--- config.mk ---
export PLATFORM = sky130hd
export DESIGN_NAME = ternary_truth_table_lookup_unit
export DESIGN_NICKNAME = d
export VERILOG_FILES = /design/src/sv/ttl_pkg.sv /design/src/sv/ternary_truth_table_lookup_unit.sv /design/src/sv/ttl_ram.sv /design/src/sv/ttl_front.sv /design/src/sv/ttl_fifo.sv /design/src/sv/ttl_back.sv
export SDC_FILE = /design/constraint.sdc
export NUM_CORES = 2
export LEC_CHECK = 0
export BUFFER_PORTS_ARGS = -buffer_cell sky130_fd_sc_hd__buf_2
export CAP_MARGIN = 10
export CORE_MARGIN = 2
export CORE_UTILIZATION = 40
export DETAILED_ROUTE_END_ITERATION = 16
export GPL_TIMING_DRIVEN = 0
export MAX_ROUTING_LAYER = met4
export PLACE_DENSITY = 0.64
export SLEW_MARGIN = 20
export SYNTH_ARGS = -nofsm -noshare
export SYNTH_HDL_FRONTEND = slang
export SYNTH_SLANG_ARGS = --single-unit
--- constraint.sdc ---
create_clock -name clk -period 6.6 [get_ports clk]
set_input_delay 0.33 -clock clk [delete_from_list [all_inputs] [get_ports clk]]
set_output_delay 0.33 -clock clk [all_outputs]
set_load 0.01 [all_outputs]
--- src/sv/ttl_pkg.sv ---
// shared constants, types and row layout for the ternary truth-table lookup unit
package ttl_pkg;

  localparam int TABLE_ROWS  = 64;
  localparam int MAX_INPUTS  = 16;
  localparam int GATE_COUNT  = 8;
  localparam int QUEUE_DEPTH = 2;   // power of two, pointers wrap naturally

  localparam int GATE_W    = 3;
  localparam int PAT_W     = 16;
  localparam int SYM_W     = 8;
  localparam int ROW_AW    = $clog2(TABLE_ROWS);
  localparam int FILL_W    = ROW_AW + 1;
  localparam int Q_AW      = $clog2(QUEUE_DEPTH);
  localparam int Q_CW      = $clog2(QUEUE_DEPTH + 1);

  // positions at or above max_inputs never take part in a match
  localparam logic [PAT_W-1:0] INPUT_MASK =
    (MAX_INPUTS >= PAT_W) ? {PAT_W{1'b1}} : PAT_W'((17'd1 << MAX_INPUTS) - 17'd1);

  typedef enum logic {
    OP_LOAD   = 1'b0,
    OP_LOOKUP = 1'b1
  } op_t;

  typedef enum logic [1:0] {
    CMD_LOAD,
    CMD_LOOKUP,
    CMD_REJECT
  } cmd_kind_t;

  typedef struct packed {
    cmd_kind_t        kind;
    logic [GATE_W-1:0] gate;
    logic [PAT_W-1:0]  pattern;
    logic [PAT_W-1:0]  care;
    logic [SYM_W-1:0]  symbol;
  } cmd_t;

  typedef struct packed {
    logic [GATE_W-1:0] gate;
    logic [PAT_W-1:0]  pattern;
    logic [PAT_W-1:0]  care;
    logic [SYM_W-1:0]  symbol;
  } row_t;

  localparam int ROW_W = $bits(row_t);

  typedef struct packed {
    logic              scanning;
    logic [FILL_W-1:0] fill;
  } back_stat_t;

endpackage

--- src/sv/ternary_truth_table_lookup_unit.sv ---
// top level of the ternary truth-table lookup unit
// ternary truth-table lookup for gate-level simulation
// input channel: one beat per item; in_tuser[0] is the op (0 load a row, 1 look up);
//   in_tdata carries gate index, pattern bits, care mask and output symbol
// result channel: exactly one beat per input item, in order; out_tdata[0] is hit,
//   out_tdata[8:1] the symbol of the newest matching row (0 on a miss or a load)
// a load appends a row at the fill count; once all 64 rows are used, loads are
//   refused with hit 0; a lookup compares the newest row first, one row a cycle
// path: each beat is held in the front register, then in the command queue, and
//   its result in the result register; a lookup that scans k rows, k up to 64,
//   also waits on those reads, which go one by one through the single read port of the row memory
// throughput: one load per cycle when results are taken; lookups one at a time
// a front register and a two-deep command queue keep accepting beats while a
//   scan runs or a result waits; when the receiver stalls, the result beat holds
//   and the queue and the front register fill, after which in_tready drops
// reset (rst_n low, synchronous) empties the queue and the table, fill count zero
module ternary_truth_table_lookup_unit (
  input  logic        clk,
  input  logic        rst_n,
  input  logic        in_tvalid,
  output logic        in_tready,
  input  logic [47:0] in_tdata,   // gate_index[2:0], pattern_bits[18:3], care_mask[34:19],
                                  // out_symbol[42:35], zero fill[47:43]
  input  logic [0:0]  in_tuser,   // op[0]
  output logic        out_tvalid,
  input  logic        out_tready,
  output logic [15:0] out_tdata   // hit[0], result_symbol[8:1], zero fill[15:9]
);
  import ttl_pkg::*;

  // front to queue
  logic       push_valid, push_ready;
  cmd_t       push_cmd;
  // queue to back
  logic       cmd_valid, cmd_pop;
  cmd_t       cmd;
  // result beat
  logic             res_hit;
  logic [SYM_W-1:0] res_symbol;
  back_stat_t       stat;

  ttl_front u_front (
    .clk        (clk),
    .rst_n      (rst_n),
    .in_valid   (in_tvalid),
    .in_ready   (in_tready),
    .in_op      (in_tuser[0]),
    .in_gate    (in_tdata[2:0]),
    .in_pattern (in_tdata[18:3]),
    .in_care    (in_tdata[34:19]),
    .in_symbol  (in_tdata[42:35]),
    .push_valid (push_valid),
    .push_ready (push_ready),
    .push_cmd   (push_cmd)
  );

  ttl_fifo u_queue (
    .clk      (clk),
    .rst_n    (rst_n),
    .wr_valid (push_valid),
    .wr_ready (push_ready),
    .wr_cmd   (push_cmd),
    .rd_valid (cmd_valid),
    .rd_pop   (cmd_pop),
    .rd_cmd   (cmd)
  );

  ttl_back u_back (
    .clk        (clk),
    .rst_n      (rst_n),
    .cmd_valid  (cmd_valid),
    .cmd_pop    (cmd_pop),
    .cmd        (cmd),
    .res_valid  (out_tvalid),
    .res_ready  (out_tready),
    .res_hit    (res_hit),
    .res_symbol (res_symbol),
    .stat       (stat)
  );

  assign out_tdata = {7'b0, res_symbol, res_hit};

`ifndef ASSERT_OFF
  // a scan only starts with the result slot free, and nothing else fills it
  a_scan_slot_empty: assert property (@(posedge clk) disable iff (!rst_n)
    stat.scanning |-> !out_tvalid)
    else $error("result beat pending during a table scan");

  // fill count never passes the table size
  a_fill_bound: assert property (@(posedge clk) disable iff (!rst_n)
    stat.fill <= FILL_W'(TABLE_ROWS))
    else $error("fill count beyond table size");

  // rows are appended one at a time
  a_fill_step: assert property (@(posedge clk) disable iff (!rst_n)
    1'b1 |=> (stat.fill == $past(stat.fill)) || (stat.fill == $past(stat.fill) + 1'b1))
    else $error("fill count jumped");

  // a result without hit (a miss, a reject or a refused load) never carries a symbol
  a_miss_zero: assert property (@(posedge clk) disable iff (!rst_n)
    (out_tvalid && !out_tdata[0]) |-> (out_tdata[8:1] == '0))
    else $error("symbol on a result without hit");
`endif

endmodule

--- src/sv/ttl_ram.sv ---
// generic single-write, single-read ram with registered read data
module ttl_ram #(
  parameter int WIDTH = 8,
  parameter int DEPTH = 16
) (
  input  logic                     clk,
  input  logic                     wr_en,
  input  logic [$clog2(DEPTH)-1:0] wr_addr,
  input  logic [WIDTH-1:0]         wr_data,
  input  logic                     rd_en,
  input  logic [$clog2(DEPTH)-1:0] rd_addr,
  output logic [WIDTH-1:0]         rd_data
);

  logic [WIDTH-1:0] mem [DEPTH];

  always_ff @(posedge clk) begin
    if (wr_en) begin
      mem[wr_addr] <= wr_data;
    end
    if (rd_en) begin
      rd_data <= mem[rd_addr];
    end
  end

endmodule

--- src/sv/ttl_front.sv ---
// front stage: accepts input beats, classifies them and masks unused inputs
module ttl_front (
  input  logic                  clk,
  input  logic                  rst_n,
  input  logic                  in_valid,
  output logic                  in_ready,
  input  logic                  in_op,
  input  logic [ttl_pkg::GATE_W-1:0] in_gate,
  input  logic [ttl_pkg::PAT_W-1:0]  in_pattern,
  input  logic [ttl_pkg::PAT_W-1:0]  in_care,
  input  logic [ttl_pkg::SYM_W-1:0]  in_symbol,
  output logic                  push_valid,
  input  logic                  push_ready,
  output ttl_pkg::cmd_t         push_cmd
);
  import ttl_pkg::*;

  logic valid_r, valid_nxt;
  cmd_t cmd_r, cmd_nxt;
  logic gate_ok;
  logic take;

  assign gate_ok  = int'(in_gate) < GATE_COUNT;
  assign in_ready = !valid_r || push_ready;
  assign take     = in_valid && in_ready;

  always_comb begin
    valid_nxt = valid_r;
    cmd_nxt   = cmd_r;
    if (take) begin
      valid_nxt       = 1'b1;
      cmd_nxt.gate    = in_gate;
      cmd_nxt.pattern = in_pattern & INPUT_MASK;
      cmd_nxt.care    = in_care & INPUT_MASK;
      cmd_nxt.symbol  = in_symbol;
      if (!gate_ok) begin
        cmd_nxt.kind = CMD_REJECT;
      end else if (op_t'(in_op) == OP_LOAD) begin
        cmd_nxt.kind = CMD_LOAD;
      end else begin
        cmd_nxt.kind = CMD_LOOKUP;
      end
    end else if (push_ready) begin
      valid_nxt = 1'b0;
    end
  end

  always_ff @(posedge clk) begin
    if (!rst_n) begin
      valid_r <= 1'b0;
    end else begin
      valid_r <= valid_nxt;
    end
    cmd_r <= cmd_nxt;
  end

  assign push_valid = valid_r;
  assign push_cmd   = cmd_r;

endmodule

--- src/sv/ttl_fifo.sv ---
// short command queue between front and back
module ttl_fifo (
  input  logic          clk,
  input  logic          rst_n,
  input  logic          wr_valid,
  output logic          wr_ready,
  input  ttl_pkg::cmd_t wr_cmd,
  output logic          rd_valid,
  input  logic          rd_pop,
  output ttl_pkg::cmd_t rd_cmd
);
  import ttl_pkg::*;

  cmd_t            slot_r [QUEUE_DEPTH];
  logic [Q_AW-1:0] wr_ptr_r, wr_ptr_nxt;
  logic [Q_AW-1:0] rd_ptr_r, rd_ptr_nxt;
  logic [Q_CW-1:0] count_r, count_nxt;
  logic            push, pop;

  assign wr_ready = count_r != Q_CW'(QUEUE_DEPTH);
  assign rd_valid = count_r != '0;
  assign rd_cmd   = slot_r[rd_ptr_r];
  assign push     = wr_valid && wr_ready;
  assign pop      = rd_pop && rd_valid;

  always_comb begin
    wr_ptr_nxt = push ? wr_ptr_r + 1'b1 : wr_ptr_r;
    rd_ptr_nxt = pop ? rd_ptr_r + 1'b1 : rd_ptr_r;
    count_nxt  = count_r;
    if (push && !pop) begin
      count_nxt = count_r + 1'b1;
    end else if (pop && !push) begin
      count_nxt = count_r - 1'b1;
    end
  end

  always_ff @(posedge clk) begin
    if (!rst_n) begin
      wr_ptr_r <= '0;
      rd_ptr_r <= '0;
      count_r  <= '0;
    end else begin
      wr_ptr_r <= wr_ptr_nxt;
      rd_ptr_r <= rd_ptr_nxt;
      count_r  <= count_nxt;
    end
    if (push) begin
      slot_r[wr_ptr_r] <= wr_cmd;
    end
  end

endmodule

--- src/sv/ttl_back.sv ---
// back stage: writes rows, scans the table newest first, holds the result beat
module ttl_back (
  input  logic                       clk,
  input  logic                       rst_n,
  input  logic                       cmd_valid,
  output logic                       cmd_pop,
  input  ttl_pkg::cmd_t              cmd,
  output logic                       res_valid,
  input  logic                       res_ready,
  output logic                       res_hit,
  output logic [ttl_pkg::SYM_W-1:0]  res_symbol,
  output ttl_pkg::back_stat_t        stat
);
  import ttl_pkg::*;

  typedef enum logic {
    ST_IDLE,
    ST_SCAN
  } state_t;

  state_t            state_r, state_nxt;
  logic [FILL_W-1:0] fill_r, fill_nxt;
  logic [ROW_AW-1:0] chk_addr_r, chk_addr_nxt;
  logic [GATE_W-1:0] gate_r, gate_nxt;
  logic [PAT_W-1:0]  key_r, key_nxt;
  logic              out_valid_r, out_valid_nxt;
  logic              out_hit_r, out_hit_nxt;
  logic [SYM_W-1:0]  out_sym_r, out_sym_nxt;

  logic              slot_free;
  logic              ram_we, ram_re;
  logic [ROW_AW-1:0] ram_raddr;
  row_t              wr_row, rd_row;
  logic [ROW_W-1:0]  rd_bits;
  logic              row_match;
  logic              table_full;

  assign slot_free  = !out_valid_r || res_ready;
  assign cmd_pop    = (state_r == ST_IDLE) && cmd_valid && slot_free;
  assign table_full = fill_r >= FILL_W'(TABLE_ROWS);

  assign wr_row.gate    = cmd.gate;
  assign wr_row.pattern = cmd.pattern;
  assign wr_row.care    = cmd.care;
  assign wr_row.symbol  = cmd.symbol;

  assign rd_row    = row_t'(rd_bits);
  assign row_match = (rd_row.gate == gate_r) &&
                     (((rd_row.pattern ^ key_r) & rd_row.care) == '0);

  ttl_ram #(
    .WIDTH (ROW_W),
    .DEPTH (TABLE_ROWS)
  ) u_rows (
    .clk     (clk),
    .wr_en   (ram_we),
    .wr_addr (fill_r[ROW_AW-1:0]),
    .wr_data (ROW_W'(wr_row)),
    .rd_en   (ram_re),
    .rd_addr (ram_raddr),
    .rd_data (rd_bits)
  );

  always_comb begin
    state_nxt     = state_r;
    fill_nxt      = fill_r;
    chk_addr_nxt  = chk_addr_r;
    gate_nxt      = gate_r;
    key_nxt       = key_r;
    out_valid_nxt = out_valid_r && !res_ready;
    out_hit_nxt   = out_hit_r;
    out_sym_nxt   = out_sym_r;
    ram_we        = 1'b0;
    ram_re        = 1'b0;
    ram_raddr     = chk_addr_r - 1'b1;

    case (state_r)
      ST_IDLE: begin
        if (cmd_pop) begin
          case (cmd.kind)
            CMD_LOAD: begin
              out_valid_nxt = 1'b1;
              out_hit_nxt   = !table_full;
              out_sym_nxt   = '0;
              if (!table_full) begin
                ram_we   = 1'b1;
                fill_nxt = fill_r + 1'b1;
              end
            end
            CMD_LOOKUP: begin
              gate_nxt = cmd.gate;
              key_nxt  = cmd.pattern;
              if (fill_r == '0) begin
                out_valid_nxt = 1'b1;
                out_hit_nxt   = 1'b0;
                out_sym_nxt   = '0;
              end else begin
                // newest row first
                ram_re       = 1'b1;
                ram_raddr    = ROW_AW'(fill_r - 1'b1);
                chk_addr_nxt = ROW_AW'(fill_r - 1'b1);
                state_nxt    = ST_SCAN;
              end
            end
            default: begin
              out_valid_nxt = 1'b1;
              out_hit_nxt   = 1'b0;
              out_sym_nxt   = '0;
            end
          endcase
        end
      end
      ST_SCAN: begin
        // check the row read last cycle, fetch the next older one
        if (row_match) begin
          out_valid_nxt = 1'b1;
          out_hit_nxt   = 1'b1;
          out_sym_nxt   = rd_row.symbol;
          state_nxt     = ST_IDLE;
        end else if (chk_addr_r == '0) begin
          out_valid_nxt = 1'b1;
          out_hit_nxt   = 1'b0;
          out_sym_nxt   = '0;
          state_nxt     = ST_IDLE;
        end else begin
          ram_re       = 1'b1;
          chk_addr_nxt = chk_addr_r - 1'b1;
        end
      end
      default: begin
        state_nxt = ST_IDLE;
      end
    endcase
  end

  always_ff @(posedge clk) begin
    if (!rst_n) begin
      state_r     <= ST_IDLE;
      fill_r      <= '0;
      out_valid_r <= 1'b0;
    end else begin
      state_r     <= state_nxt;
      fill_r      <= fill_nxt;
      out_valid_r <= out_valid_nxt;
    end
    chk_addr_r <= chk_addr_nxt;
    gate_r     <= gate_nxt;
    key_r      <= key_nxt;
    out_hit_r  <= out_hit_nxt;
    out_sym_r  <= out_sym_nxt;
  end

  assign res_valid     = out_valid_r;
  assign res_hit       = out_hit_r;
  assign res_symbol    = out_sym_r;
  assign stat.scanning = state_r == ST_SCAN;
  assign stat.fill     = fill_r;

endmodule
==> reports/qor.txt <==
Status: completed
Static Leak: 0.04853 uW
Multi-input gate area: 26,590 sq um
Hold path start: in_tdata[14]
H-tree lvl count: 5
Clock Path Buffers: 4
Maximum vdd drop: 0.0002571 V
CTS tree: done
Final wirelength: 418,100 microns
Unique cell type count in the Yosys netlist: 83
Clock root buffer: clkbuf_16
Sw Pwr: 19,730 uW
Syn avg cell area: 15.90 sq um
Setup Fix Bufs, Post-CTS: 0
Routability Congestion: 0.9639
WS Path Type: reg2reg
Clock share of power: 0.296
Drt initial violations: 12,130
Starting Density: 0.4027
Slew headroom: 0.1175
Vias: 73,250
Largest net degree at the start of global routing: 66
Post-synth EDFFs: 2,961
Die Ht: 545.5 microns
RSZ-0062 raised after global routing: false
Reg2reg end: u_back.u_rows.rd_data[2]$_DFFE_PP_
Max cap viols: 0
Sequential area share after synthesis: 0.7605
Minimum clock period: 5.980 ns
Synthesized instance count: 7,376
Share of cells above drive strength 1: 0.1366
CTS buffer count: 301
Hold depth: 2
Top area cells in the synthesized netlist: edfxtp_1, mux2i_1, nand2_1, nand3_1, mux2_2
Final ANT Viol Nets: 0
Worst-skew pair later-pin latency: 0.89 ns
FFs w/ async S/R, synth: 0
TritonRoute pass-1 iters: 8
PortBufs: 58
DIE AREA: 297,600 sq um
Ys flop type: edfxtp_1
Crit path arrival time: 6.55 ns
Filler Cell Count: 24,550
Post-Synthesis Cell Area: 117,300 sq um
Critical path launch point type: flip-flop
Setup violations, final: 0
Area growth syn-to-layout: 17.45%
Worst R2R Path Depth: 13
Io pins: 71
HP Class: in2reg
Comb power frac: 0.301
Area share of the largest cell type after synthesis: 0.7580
Seq cells post-synth: 2,976
Layout Utilization: 0.4729
Worst-margin pin slew: 1.324 ns
FMAX: 0.1672 GHz
Clk slew on worst S/H paths: 0.07 ns
Congestion Overflow GR: 0
Hold Violations, Final: 0
Slew Viols, Final: 0
Synth warn: 0
Final Cycle Share: 0.9060
Register share of total power: 0.403
Core area: 291,300 sq um
Initial antenna violation count: 30
Worst Path Required: 7.17 ns
Register area: 89,220 sq um
Sw Share: 0.3538
Residual DRC: 0
Synth area leader: edfxtp_1
# nets final: 8,067
WHS Endpoint: u_front.push_cmd[35]$_DFFE_PP_
Critical Path End Type: flip-flop
GRT Util Overall: 0.2813
Commonest non-fill, non-tap cell in the layout: edfxtp_1
First-pass GRT wire length: 564,400 microns
Most frequent cells in the layout: edfxtp_1, nand2_1, mux2i_1
Worst Clk Skew: 0.06128 ns
Hold_ws: 0.1445 ns
Post-DP HPWL: 289,200 microns
Cell row count: 198
Number of global-route vias before repair: 68,520
Post-DR wirelength/cell: 34.39 microns
Chip Width: 545.5 microns
Int Power: 36,030 uW
PwrDens: 404.7 nW/um^2
Routed vias/inst: 6.025
CTS Sinks: 2,976
R2R Setup Slk: 0.62 ns
Critical Path Fanout Max: 15
power groups by stage:
stage	combinational (uW)	clock (uW)	sequential, uW
finish	16800	16500	22500
floorplan	8310	0	22900
CTS	16300	16600	22500
global placement	15600	0	23000
global route	17000	17300	22500
detailed placement	16200	0	22900
repair_timing:
| item | 4_1_cts | 5_1_grt |
|---|---|---|
| hold buffers | 48 | 0 |
| hold endpoints to repair | 51 | 0 |
| gates resized for setup | 0 | 0 |
cells by family (layout without fill, tap and decap cells):
kind of cell             count (synthesis)  after routing  synth area share
adder cells (fa/ha/maj)                  6              6         0.0006399
other                                    1             31        0.00003197
flip-flops                            2976           2976            0.7605
buffers and inverters                  468           1320           0.01873
AND/OR/NAND/NOR                       2050           2050           0.07489
AO/OA/AOI/OAI                          723            723           0.04593
XOR/XNOR                                35             35          0.002613
multiplexers                          1117           1117           0.09665
cells in the mapped netlist (11+ instances only):
master and number:
a211oi_1 37, dfxtp_1 15, nor2_1 80, a32oi_1 91, o21ai_1 47, mux2i_1 995, buf_2 169, a221oi_1 13
o211ai_1 58, edfxtp_1 2961, o21ai_0 60, o2111a_1 23, a21oi_1 35, and3_1 66, inv_1 12, nand4_1 31
nand3_1 505, and2_1 13, mux2_2 117, nand2_1 1312, a311oi_1 11, a31oi_1 180, xor2_1 20, buf_4 35
buf_1 74, o2111ai_1 12, buf_6 13, xnor2_1 15, clkbuf_1 164, a41o_1 66
routing by layer:
metal | vias to the layer above | part of all wire | track usage
li1 | 29720 | - | -
met1 | 37270 | 0.38 | 0.3699
met2 | 5228 | 0.43 | 0.4005
met3 | 1031 | 0.12 | 0.06904
met4 | 0 | 0.068 | 0.1538
met5 | - | 0 | -
critical path: stages (launching register included):
cell	delay [ns]
dfxtp_1	0.32
buf_4	0.25
mux2i_2	0.70
a22oi_2	0.35
o211ai_1	0.18
buf_4	0.25
buf_4	0.34
buf_2	0.82
buf_2	0.64
mux2i_1	0.26
a32oi_1	0.13
a31oi_1	0.51
o21ai_0	0.47
o2111a_1	0.41
sequential cells by signal (all words and copies together) (netlist names), 2 cells and up, named ones only:
signal                 count
u_back.u_rows.mem       2752
u_back.key_r              16
u_queue.slot_r            88
u_back.fill_r              7
u_back.gate_r              3
u_front.push_cmd          44
u_back.chk_addr_r          6
u_back.u_rows.rd_data     43
u_queue.count_r            2
u_back.res_symbol          8
layout make-up:
class                      count  share of cell area
clock buffer                 377             0.05797
multi-input combinational   3938              0.1930
tap                         3900             0.03542
inverter                      13           0.0003542
timing repair buffer         323             0.04023
sequential                  2976              0.6475
buffer                       455             0.01577
antenna                       24           0.0004359
clock inverter               152            0.009263
worst max path at each step:
stage	from	end	slack, ns	cells after the start
CTS	u_back.fill_r[0]$_SDFFE_PN0P_	u_back.u_rows.rd_data[7]$_DFFE_PP_	0.85	14
global route	u_back.fill_r[0]$_SDFFE_PN0P_	u_back.u_rows.rd_data[7]$_DFFE_PP_	0.72	14
detailed placement	u_back.fill_r[0]$_SDFFE_PN0P_	u_back.u_rows.rd_data[22]$_DFFE_PP_	0.86	14
finish	flip-flop	u_back.u_rows.rd_data[2]$_DFFE_PP_	0.62	13
floorplan	u_back.res_valid$_SDFF_PN0_	u_back.u_rows.mem[8][0]$_DFFE_PP_	1.59	6
global placement	flip-flop	u_back.u_rows.mem[24][22]$_DFFE_PP_	-2.94	5
through the flow:
stage | area, sq um | cells | TNS, ns | setup slack [ns] | power (uW)
after CTS | 137700 | 12130 | 0 | 0.8528 | 55330
after global routing | 137700 | 12150 | 0 | 0.7223 | 56840
after global placement | 122500 | 11340 | -2629.65 | -2.939 | 38540
final | 137800 | 12160 | 0 | 0.6202 | 55760
after detailed placement | 128000 | 11560 | 0 | 0.8561 | 39070
after floorplan | 117300 | 7382 | 0 | 1.586 | 31170
No activity file was read; power rests on OpenSTA's default activity.
